File: src/rtl/lr_pkg.sv
// lr_pkg: shared types and codes for the line rasterizer.
// Used by lr_front (command classification) and lr_back (command execution).
`timescale 1ns / 1ps
`default_nettype none

package lr_pkg;

  // input item mode field
  localparam logic MODE_LOAD = 1'b0;
  localparam logic MODE_STEP = 1'b1;

  // command operation carried from front to back
  typedef enum logic {
    OP_LOAD = 1'b0,
    OP_STEP = 1'b1
  } op_t;

endpackage

`default_nettype wire

File: src/rtl/lr_front.sv
// lr_front: classifies input items and precomputes the line setup for loads.
// Depends on lr_pkg for the mode and operation codes.
`timescale 1ns / 1ps
`default_nettype none

module lr_front #(
  parameter int COORD_BITS = 12
) (
  input  wire logic                  in_mode,
  input  wire logic [COORD_BITS-1:0] in_start_x,
  input  wire logic [COORD_BITS-1:0] in_start_y,
  input  wire logic [COORD_BITS-1:0] in_end_x,
  input  wire logic [COORD_BITS-1:0] in_end_y,
  output logic [7*COORD_BITS+4:0]    cmd_o
);

  typedef struct packed {
    lr_pkg::op_t                op;
    logic [COORD_BITS-1:0]      start_x;
    logic [COORD_BITS-1:0]      start_y;
    logic [COORD_BITS-1:0]      end_x;
    logic [COORD_BITS-1:0]      end_y;
    logic [COORD_BITS-1:0]      span_x;
    logic [COORD_BITS-1:0]      span_y;
    logic                       x_down;
    logic                       y_down;
    logic signed [COORD_BITS+1:0] err;
  } cmd_t;

  cmd_t cmd;
  logic x_up;
  logic y_up;

  always_comb begin
    x_up = in_start_x < in_end_x;
    y_up = in_start_y < in_end_y;
    cmd.op      = (in_mode == lr_pkg::MODE_LOAD) ? lr_pkg::OP_LOAD : lr_pkg::OP_STEP;
    cmd.start_x = in_start_x;
    cmd.start_y = in_start_y;
    cmd.end_x   = in_end_x;
    cmd.end_y   = in_end_y;
    cmd.span_x  = x_up ? (in_end_x - in_start_x) : (in_start_x - in_end_x);
    cmd.span_y  = y_up ? (in_end_y - in_start_y) : (in_start_y - in_end_y);
    cmd.x_down  = !x_up;
    cmd.y_down  = !y_up;
    cmd.err     = $signed({2'b00, cmd.span_x}) - $signed({2'b00, cmd.span_y});
  end

  assign cmd_o = cmd;

endmodule

`default_nettype wire

File: src/rtl/lr_queue.sv
// lr_queue: two-entry command queue between the front and the back.
// Standalone; payload width is a parameter.
`timescale 1ns / 1ps
`default_nettype none

module lr_queue #(
  parameter int WIDTH = 89
) (
  input  wire logic             clk,
  input  wire logic             rst_n,
  input  wire logic             push,
  input  wire logic [WIDTH-1:0] push_data,
  output logic                  full,
  input  wire logic             pop,
  output logic [WIDTH-1:0]      pop_data,
  output logic                  valid
);

  logic [WIDTH-1:0] entry_r [2];
  logic             wr_ptr_r;
  logic             rd_ptr_r;
  logic [1:0]       count_r;
  logic             do_push;
  logic             do_pop;

  assign full     = count_r == 2'd2;
  assign valid    = count_r != 2'd0;
  assign pop_data = entry_r[rd_ptr_r];
  assign do_push  = push && !full;
  assign do_pop   = pop && valid;

  always_ff @(posedge clk) begin
    if (!rst_n) begin
      wr_ptr_r <= 1'b0;
      rd_ptr_r <= 1'b0;
      count_r  <= 2'd0;
    end else begin
      if (do_push) wr_ptr_r <= !wr_ptr_r;
      if (do_pop)  rd_ptr_r <= !rd_ptr_r;
      if (do_push && !do_pop)      count_r <= count_r + 2'd1;
      else if (do_pop && !do_push) count_r <= count_r - 2'd1;
    end
  end

  always_ff @(posedge clk) begin
    if (do_push) entry_r[wr_ptr_r] <= push_data;
  end

endmodule

`default_nettype wire

File: src/rtl/lr_back.sv
// lr_back: Bresenham stepping engine with a one-entry result register.
// Depends on lr_pkg for the operation codes; fed by lr_queue.
`timescale 1ns / 1ps
`default_nettype none

module lr_back #(
  parameter int COORD_BITS = 12
) (
  input  wire logic                  clk,
  input  wire logic                  rst_n,
  input  wire logic                  cmd_valid,
  input  wire logic [7*COORD_BITS+4:0] cmd_i,
  output logic                       cmd_pop,
  output logic                       out_empty,
  input  wire logic                  out_pop,
  output logic [COORD_BITS-1:0]      out_pixel_x,
  output logic [COORD_BITS-1:0]      out_pixel_y,
  output logic                       out_last_pixel
);

  localparam logic [COORD_BITS-1:0] COORD_ONE = {{(COORD_BITS-1){1'b0}}, 1'b1};

  typedef struct packed {
    lr_pkg::op_t                op;
    logic [COORD_BITS-1:0]      start_x;
    logic [COORD_BITS-1:0]      start_y;
    logic [COORD_BITS-1:0]      end_x;
    logic [COORD_BITS-1:0]      end_y;
    logic [COORD_BITS-1:0]      span_x;
    logic [COORD_BITS-1:0]      span_y;
    logic                       x_down;
    logic                       y_down;
    logic signed [COORD_BITS+1:0] err;
  } cmd_t;

  cmd_t                         cmd;
  logic [COORD_BITS-1:0]        cur_x_r, cur_y_r, goal_x_r, goal_y_r;
  logic [COORD_BITS-1:0]        span_x_r, span_y_r;
  logic                         x_down_r, y_down_r, busy_r;
  logic signed [COORD_BITS+1:0] err_r;
  logic                         out_valid_r;
  logic [COORD_BITS-1:0]        pix_x_r, pix_y_r;
  logic                         last_r;

  logic                         slot_free;
  logic                         do_load;
  logic                         do_emit;
  logic                         at_goal;
  logic signed [COORD_BITS+2:0] e2;
  logic signed [COORD_BITS+2:0] dxs;
  logic signed [COORD_BITS+2:0] dys;
  logic                         move_x;
  logic                         move_y;
  logic signed [COORD_BITS+2:0] err_nxt;

  assign cmd       = cmd_i;
  assign slot_free = !out_valid_r || out_pop;

  always_comb begin
    unique case (cmd.op)
      lr_pkg::OP_LOAD: cmd_pop = cmd_valid;
      lr_pkg::OP_STEP: cmd_pop = cmd_valid && (!busy_r || slot_free);
      default:         cmd_pop = 1'b0;
    endcase
  end

  assign do_load = cmd_pop && (cmd.op == lr_pkg::OP_LOAD);
  assign do_emit = cmd_pop && (cmd.op == lr_pkg::OP_STEP) && busy_r;
  assign at_goal = (cur_x_r == goal_x_r) && (cur_y_r == goal_y_r);

  always_comb begin
    e2      = {err_r, 1'b0};
    dxs     = $signed({3'b000, span_x_r});
    dys     = $signed({3'b000, span_y_r});
    move_x  = e2 > -dys;
    move_y  = e2 < dxs;
    err_nxt = {err_r[COORD_BITS+1], err_r};
    if (move_x) err_nxt = err_nxt - dys;
    if (move_y) err_nxt = err_nxt + dxs;
  end

  always_ff @(posedge clk) begin
    if (!rst_n) begin
      cur_x_r  <= '0;
      cur_y_r  <= '0;
      goal_x_r <= '0;
      goal_y_r <= '0;
      span_x_r <= '0;
      span_y_r <= '0;
      x_down_r <= 1'b0;
      y_down_r <= 1'b0;
      err_r    <= '0;
      busy_r   <= 1'b0;
    end else if (do_load) begin
      cur_x_r  <= cmd.start_x;
      cur_y_r  <= cmd.start_y;
      goal_x_r <= cmd.end_x;
      goal_y_r <= cmd.end_y;
      span_x_r <= cmd.span_x;
      span_y_r <= cmd.span_y;
      x_down_r <= cmd.x_down;
      y_down_r <= cmd.y_down;
      err_r    <= cmd.err;
      busy_r   <= 1'b1;
    end else if (do_emit) begin
      if (at_goal) begin
        busy_r <= 1'b0;
      end else begin
        err_r <= err_nxt[COORD_BITS+1:0];
        if (move_x) cur_x_r <= x_down_r ? cur_x_r - COORD_ONE : cur_x_r + COORD_ONE;
        if (move_y) cur_y_r <= y_down_r ? cur_y_r - COORD_ONE : cur_y_r + COORD_ONE;
      end
    end
  end

  // result register: hold while the receiver stalls
  always_ff @(posedge clk) begin
    if (!rst_n) begin
      out_valid_r <= 1'b0;
    end else if (do_emit) begin
      out_valid_r <= 1'b1;
    end else if (out_pop) begin
      out_valid_r <= 1'b0;
    end
  end

  always_ff @(posedge clk) begin
    if (do_emit) begin
      pix_x_r <= cur_x_r;
      pix_y_r <= cur_y_r;
      last_r  <= at_goal;
    end
  end

  assign out_empty      = !out_valid_r;
  assign out_pixel_x    = pix_x_r;
  assign out_pixel_y    = pix_y_r;
  assign out_last_pixel = last_r;

endmodule

`default_nettype wire

File: src/rtl/line_rasterizer.sv
// line_rasterizer: all-octant Bresenham line generator, top level.
// Instantiates lr_front, lr_queue and lr_back; uses lr_pkg.
//
// Usage:
//   Input channel (push/full): each item has a mode. Mode load latches a
//   new line from start and end coordinates and gives no result; it drops
//   any line in progress. Mode step asks for the next pixel: while a line is
//   active it gives one result, otherwise nothing.
//   Result channel (empty/pop): pixel x, pixel y and last_pixel, which marks
//   the line end point; after it the line is finished and steps give nothing.
//   Path: an accepted step is classified and written into the command queue,
//   then the step engine takes it from the queue into the result register.
//   Throughput: one item per cycle while no result waits unpopped (a waiting
//   result stalls steps of an active line, not loads); a load followed by
//   steps runs without bubbles.
//   Stall: while a result waits, the two-entry command queue keeps taking
//   items; full rises once two items wait in the queue behind the held result.
//   Reset: synchronous, active low; empties the queue and result register and
//   leaves the engine idle with all line state at zero.
`timescale 1ns / 1ps
`default_nettype none

module line_rasterizer #(
  parameter int COORD_BITS = 12
) (
  input  wire logic                  clk,
  input  wire logic                  rst_n,
  input  wire logic                  push,
  output logic                       full,
  input  wire logic                  in_mode,
  input  wire logic [COORD_BITS-1:0] in_start_x,
  input  wire logic [COORD_BITS-1:0] in_start_y,
  input  wire logic [COORD_BITS-1:0] in_end_x,
  input  wire logic [COORD_BITS-1:0] in_end_y,
  output logic                       empty,
  input  wire logic                  pop,
  output logic [COORD_BITS-1:0]      out_pixel_x,
  output logic [COORD_BITS-1:0]      out_pixel_y,
  output logic                       out_last_pixel
);

  localparam int CMD_W = 7 * COORD_BITS + 5;

  logic [CMD_W-1:0] front_cmd;
  logic [CMD_W-1:0] queue_cmd;
  logic             queue_valid;
  logic             queue_pop;

  lr_front #(.COORD_BITS(COORD_BITS)) u_front (
    .in_mode    (in_mode),
    .in_start_x (in_start_x),
    .in_start_y (in_start_y),
    .in_end_x   (in_end_x),
    .in_end_y   (in_end_y),
    .cmd_o      (front_cmd)
  );

  lr_queue #(.WIDTH(CMD_W)) u_queue (
    .clk       (clk),
    .rst_n     (rst_n),
    .push      (push),
    .push_data (front_cmd),
    .full      (full),
    .pop       (queue_pop),
    .pop_data  (queue_cmd),
    .valid     (queue_valid)
  );

  lr_back #(.COORD_BITS(COORD_BITS)) u_back (
    .clk            (clk),
    .rst_n          (rst_n),
    .cmd_valid      (queue_valid),
    .cmd_i          (queue_cmd),
    .cmd_pop        (queue_pop),
    .out_empty      (empty),
    .out_pop        (pop),
    .out_pixel_x    (out_pixel_x),
    .out_pixel_y    (out_pixel_y),
    .out_last_pixel (out_last_pixel)
  );

endmodule

`default_nettype wire

File: config.mk
export PLATFORM = sky130hd
export DESIGN_NAME = line_rasterizer
export DESIGN_NICKNAME = d
export VERILOG_FILES = /design/src/rtl/lr_pkg.sv /design/src/rtl/lr_front.sv /design/src/rtl/lr_queue.sv /design/src/rtl/lr_back.sv /design/src/rtl/line_rasterizer.sv
export SDC_FILE = /design/constraint.sdc
export NUM_CORES = 1
export LEC_CHECK = 0
export ABC_AREA = 1
export ABC_CLOCK_PERIOD_IN_PS = 5200
export CAP_MARGIN = 30
export CELL_PAD_IN_SITES_DETAIL_PLACEMENT = 0
export CELL_PAD_IN_SITES_GLOBAL_PLACEMENT = 1
export CORE_MARGIN = 4
export CORE_UTILIZATION = 45
export CTS_CLUSTER_DIAMETER = 60
export CTS_CLUSTER_SIZE = 40
export DETAILED_ROUTE_END_ITERATION = 10
export DONT_BUFFER_PORTS = 1
export PLACE_DENSITY = 0.76
export SYNTH_ARGS = -nofsm -noshare
export SYNTH_HDL_FRONTEND = slang
export SYNTH_SLANG_ARGS = --single-unit
File: constraint.sdc
create_clock -name clk -period 5.2 [get_ports clk]
set_input_delay 0.78 -clock clk [delete_from_list [all_inputs] [get_ports clk]]
set_output_delay 0.78 -clock clk [all_outputs]
set_load 0.02 [all_outputs]
==> impl_results.md, run 1 <==
* Status: finished, final reports clean
* Synth top area cells: edfxtp_1 36%, dfxtp_1 11%, nand2_1 9.8%
* R2R Path End: u_back.err_r[11]
* Synth Area in Compound Gates at 14.04%
* Port Buffers at 0
* Layout Nets at 2079
* Post-Syn Instances at 1902
* Largest net degree at the start of global routing at 84
* Sequential fraction of the synthesis area at 47.14%
* CTS buffer count at 26
* Final design utilization at 49.80%
* Gpl congestion at 0.8886
* H-tree lvl count at 1
* Hold Path Class: in -> reg
* Reg2reg path depth at 32
* CP Capture Type: register
* Asr flop ratio synth at 0%
* CTS tree: done
* Most common cell on crit path: nand2_1
* Area growth from synthesis to layout at 8.790%
* Dpl cells at 2326
* Reg2reg start: u_back.span_y_r[1]
* Tmin final at 4.626 ns
* Starting Density at 45.78%
* Post-synth EDFFs at 201
* Hold EP: u_queue.entry_r[0][58]
* Worst Path Required at 5.63 ns
* Fin crit share at 88.96%
* Clk sink count at 296
* Post-CTS sizing at 0
* Mux cell area share after synthesis at 0.5573%
* Mapped Area at 16840 um^2
* Vias in the first global route at 12230
* RSZ-0062 raised after global routing: false
* Max Slew Vio Count at 0
* DR iter-0 viols at 858
* CP arrival at 5.05 ns
* Vias/cell at 5.419
* Post-synthesis xor/xnor area fraction at 4.473%
* Setup ws final at 0.5739 ns
* Worst Clk Skew at 0.03763 ns
* Max-cap viol count at 0
* Max incr delay on CP at 0.34 ns
* Row cnt at 70
* Routed wire per std cell at 19.22 um
* Fmax at 216.2 MHz
* Area share of fa/ha/maj cells after synthesis at 10.80%
* Longest Clk Path Bufs at 3
* Synth cell count leaders: 439 x nand2_1, 235 x inv_1, 201 x edfxtp_1
* Global-route wire length before repair at 71390 um
* Combinational family with the most area after synthesis: simple AND/OR/NAND/NOR gates
* Worst Hold Launch: in_end_x[6]
* Worst Tran Pin Value at 0.9080 ns
* Pre-CTS WS at 0.3462 ns
* Hold-fix buffers, CTS at 0
* Share of the synthesized area in the top cell type at 35.84%
* CP max FO at 19
* Synth Flop Type: edfxtp_1
* Total power draw at 12.74 mW
* Clock transition at the registers of the reported paths at 0.09 ns
* Static leakage at 7.763 nW
* GRT Total Usage at 22.11%
* Via count at 12870
* Non-filler cells, final at 2374
* Fraction of final layout cells with drive strength greater than 1 at 5.456%
* Top cell type by total area after synthesis: edfxtp_1
* Slowest CP cell: ha_1
* Initial antenna violation count at 0
* Filler instances at 3492
* ANT nets after route at 0
* Synth Net Count at 2095
* Startpoint types: register
* Final wirelength at 45630 um
* Top-count cell post-synth: nand2_1
* ANT cells at 0
* Peak supply drop at 0.3234 mV
* Distinct cells, synth at 51
* Detailed placement HPWL at 33510 um
* Die Area at 40580 um^2
* Die width at 201.4 um
* Clock Latency Late Sink at 0.59 ns
* First-pass iteration count of the detailed router at 6
* Post-Synth Simple-Gate Area at 16.09%
* # setup viols final at 0
* Worst R2R Setup Slack at 0.57 ns
* Core ar. at 36790 um^2
* Slew margin rel. at 39.28%
* WHS Path Cells at 0
* Remaining DRCs at 0
* Clock root cell: clkbuf_16
* I/O pins at 80
* Syn Area/Cell at 8.853 um^2
* Hold Fails Final Rpt at 0
* Setup repair bufs after CTS at 0
* Synth Register Bits at 296
* Gr ovfl total at 0
* Final TNS setup at 0 ns
* Die height at 201.4 um
* YS warnings at 0
* Pwr Density at 695.4 nW/um^2
* CP Class: reg -> reg
stage by stage:
stage | instance area [um^2] | hold slack (ns)
after floorplan | 16840 | 0.4505
after global placement | 17290 | 0.4641
after detailed placement | 17310 | 0.4690
after CTS | 18290 | 0.2618
after global routing | 18320 | 0.2644
final | 18320 | 0.2888
layer usage:
layer	global-route usage, %	vias to the layer above	wire (um)
met5	0	-	0
met4	4.248	0	800
met3	3.513	48	2781
met2	34.01	337	19870
met1	33.36	6048	22180
li1	-	6432	-
critical path: cells and delay by family, from the launching register on:
| kind | cells | cell delay (ns) |
|---|---|---|
| fa+ha+maj | 3 | 0.85 |
| buf+inv | 4 | 0.35 |
| compound gates | 6 | 0.78 |
| simple gates | 19 | 2.16 |
| flops | 1 | 0.33 |
cell usage in the layout (no fill, tap or decap), drive strengths merged, types with 3 or more instances in the layout:
cell type / synthesis / final
xnor2: 27 / 27
xor2: 59 / 59
fa: 9 / 9
nor3: 18 / 18
clkbuf: 38 / 28
clkinv: 0 / 5
ha: 131 / 131
a31oi: 62 / 62
edfxtp: 201 / 201
nand2: 446 / 446
mux2: 3 / 3
a21o: 7 / 7
dfxtp: 95 / 95
o2111ai: 3 / 3
nand4: 17 / 17
a211oi: 7 / 7
or2: 10 / 10
o21a: 4 / 4
o21ai: 157 / 157
inv: 241 / 253
mux2i: 6 / 6
a221oi: 3 / 3
nand3: 67 / 67
o21bai: 7 / 7
a21oi: 143 / 143
o211ai: 17 / 17
nor2: 92 / 92
buf: 19 / 13
nor4: 3 / 3
state kept, by name, summed over array words and instances (netlist names), 12 cells and up, named ones only:
| signal | count |
|---|---|
| u_back.cur_y_r | 12 |
| u_back.goal_y_r | 12 |
| u_back.out_pixel_x | 12 |
| u_back.span_y_r | 12 |
| u_back.out_pixel_y | 12 |
| u_back.goal_x_r | 12 |
| u_queue.entry_r | 176 |
| u_back.span_x_r | 12 |
| u_back.err_r | 14 |
| u_back.cur_x_r | 12 |
kinds of logic (layout without fill, tap and decap cells):
| logic type | Yosys count | after routing |
|---|---|---|
| adders and majority gates | 140 | 140 |
| and+or+nand+nor | 657 | 657 |
| muxes | 9 | 9 |
| DFF | 296 | 296 |
| xor gates and xnor gates | 86 | 86 |
| AOI/OAI and AO/OA | 416 | 416 |
| buffers and inverters | 298 | 302 |
how the worst max path moves through the flow:
stage                                  start                     to  slack (ns)  cells past startpoint
final                     u_back.span_y_r[1]       u_back.err_r[11]        0.57                     32
after CTS                 u_back.span_y_r[0]       u_back.err_r[10]        0.33                     32
after detailed placement  u_back.span_y_r[0]       u_back.err_r[10]        0.35                     32
after global routing      u_back.span_y_r[1]       u_back.err_r[13]        0.04                     35
after floorplan                         push  u_queue.entry_r[1][0]        0.05                      2
after global placement    u_back.span_y_r[0]       u_back.err_r[10]        0.44                     32
cell type report:
cell class / instances / area (um^2) / share of cell area, %
sequential: 296 / 7941 / 43.35
clock inverter: 20 / 319.1 / 1.742
inverter: 241 / 905.9 / 4.945
clock buffer: 28 / 658.1 / 3.593
multi-input combinational: 1308 / 7786 / 42.50
tap: 468 / 585.6 / 3.197
timing repair buffer: 13 / 122.6 / 0.6694
where the power goes:
group,switching (mW),internal [mW]
sequential,0.641,3.27
clock,1.08,1.08
combinational,4.29,2.38
(Power assumes the default switching activity.)
==> run 2, diff against run 1 <==
--- a/config.mk
+++ b/config.mk
@@ -10,13 +10,14 @@
 export CAP_MARGIN = 30
 export CELL_PAD_IN_SITES_DETAIL_PLACEMENT = 0
 export CELL_PAD_IN_SITES_GLOBAL_PLACEMENT = 1
-export CORE_MARGIN = 4
-export CORE_UTILIZATION = 45
+export CORE_MARGIN = 2
+export CORE_UTILIZATION = 46
+export CTS_BUF_LIST = sky130_fd_sc_hd__clkbuf_4 sky130_fd_sc_hd__clkbuf_8
 export CTS_CLUSTER_DIAMETER = 60
 export CTS_CLUSTER_SIZE = 40
 export DETAILED_ROUTE_END_ITERATION = 10
 export DONT_BUFFER_PORTS = 1
-export PLACE_DENSITY = 0.76
+export PLACE_DENSITY = 0.77
 export SYNTH_ARGS = -nofsm -noshare
 export SYNTH_HDL_FRONTEND = slang
 export SYNTH_SLANG_ARGS = --single-unit
==> impl_results.md, run 2 (synthesis gave the netlist of run 1 again) <==
* Static leakage at 7.628 nW
* Worst Clk Skew at 0.02879 ns
* Fmax at 210.5 MHz
* Gr ovfl total at 0
* Worst Tran Pin Value at 0.9064 ns
* CTS tree: done
* Final design utilization at 49.57%
* Longest Clk Path Bufs at 3
* Hold Fails Final Rpt at 0
* Net Switching at 5.906 mW
* Total power draw at 12.25 mW
* Layout Nets at 2078
* Max Slew Vio Count at 0
* Vias/cell at 5.431
* Max FFs per register at 176
* Most flops, register: u_queue.entry_r
* Remaining DRCs at 0
* Die Area at 38150 um^2
* Routed wire per std cell at 18.79 um
* Hold Path Class: in -> reg
* CP Capture Type: register
* DR iter-0 viols at 961
* I/O pins at 80
* Die height at 195.3 um
* Clock transition at the registers of the reported paths at 0.12 ns
* ANT nets after route at 0
* # setup viols final at 0
* Slew margin rel. at 39.43%
* Worst Path Required at 5.70 ns
* Max-cap viol count at 0
* CTS buffer count at 27
* Vias in the first global route at 12080
* Non-filler cells, final at 2373
* Die width at 195.3 um
* Tmin final at 4.750 ns
* Sw Share at 48.23%
* Clock Latency Late Sink at 0.63 ns
* Fraction of final layout cells with drive strength greater than 1 at 5.407%
* Largest regs: u_queue.entry_r x176, u_back.err_r x14
* Initial antenna violation count at 1
* Via count at 12890
* ANT cells at 0
* Most frequent cells in the layout: 439 x nand2_1, 234 x inv_1, 201 x edfxtp_1
* Largest net degree at the start of global routing at 88
* Global-route wire length before repair at 69140 um
* Row cnt at 70
* Clk sink count at 296
* GRT Total Usage at 23.57%
* Commonest non-fill, non-tap cell in the layout: nand2_1
* Seq pwr share at 31.9%
* Port Buffers at 0
* Dpl cells at 2324
* Area growth from synthesis to layout at 6.992%
* Final wirelength at 44590 um
* Setup repair bufs after CTS at 0
* First-pass iteration count of the detailed router at 6
* Startpoint types: register
* Int Pwr at 6.340 mW
* Status: finished, final reports clean
* Starting Density at 46.33%
* Core ar. at 36350 um^2
* Clock root cell: clkbuf_8
* CP max FO at 19
* Logic pwr share at 54.3%
* Clock power share at 13.9%
* Most common cell on crit path: nand2_1
* Fin crit share at 91.34%
* Post-CTS sizing at 0
* Pwr Density at 679.7 nW/um^2
* Detailed placement HPWL at 32770 um
* Peak supply drop at 0.3067 mV
* Gpl congestion at 0.9187
* Slowest CP cell: fa_1
* Max incr delay on CP at 0.41 ns
* H-tree lvl count at 1
* CP arrival at 5.25 ns
* CP Class: reg -> reg
* Hold-fix buffers, CTS at 0
-- run 2: cell count changes in the layout (fill, tap and decap cells not counted), moves of 2 or more --
cell	before	now
buf_4	11	9
clkbuf_1	2	0
clkbuf_16	26	0
clkbuf_8	0	27
inv_16	5	3
inv_6	1	5
-- run 2: cell type report --
cell class | count | area (um^2)
sequential | 296 | 7941
clock inverter | 22 | 324.1
multi-input combinational | 1308 | 7777
timing repair buffer | 11 | 107.6
inverter | 241 | 908.4
fill | 3443 | 18330
tap | 468 | 585.6
clock buffer | 27 | 371.6
-- run 2: layer usage --
metal | track usage, % | routed length (um) | vias to the layer above
met5 | 0 | 0 | -
met4 | 5.626 | 1061 | 0
met3 | 3.696 | 2859 | 53
li1 | - | - | 6426
met1 | 36.02 | 22020 | 6032
met2 | 34.93 | 18650 | 376
-- run 2: metrics by stage --
stage / setup WS, ns / instance area [um^2] / setup TNS (ns) / hold slack, ns
after global routing: -0.01929 / 18020 / -0.01929 / 0.1930
after global placement: 0.4466 / 17300 / 0 / 0.4649
after detailed placement: 0.4114 / 17300 / 0 / 0.4787
final: 0.4503 / 18020 / 0 / 0.2331
after floorplan: 0.05273 / 16840 / 0 / 0.4505
after CTS: 0.3629 / 17990 / 0 / 0.1887
-- run 2: final timing paths --
check | slack (ns) | cells after the start | from | to
max | 0.45 | 31 | u_back.span_y_r[1] | u_back.err_r[10]
min | 0.23 | 0 | in_end_y[1] | u_queue.entry_r[1][41]
max reg2reg | 0.45 | 31 | u_back.span_y_r[1] | u_back.err_r[10]
min reg2reg | 0.50 | 2 | u_back.busy_r | u_back.busy_r
-- run 2: worst max-delay path, delay by kind of cell (launching register included) --
kind,cells,cell delay [ns]
compound gates,7,0.99
simple gates,17,1.89
fa+ha+maj,4,1.13
buf+inv,3,0.26
flops,1,0.34
-- run 2: power groups by stage --
stage	clock, mW	combinational, mW	sequential, mW
after detailed placement	0	6.55	3.94
after global routing	1.83	7.62	3.95
after global placement	0	6.50	3.93
after floorplan	0	5.12	3.65
after CTS	1.74	6.59	3.88
final	1.70	6.64	3.90
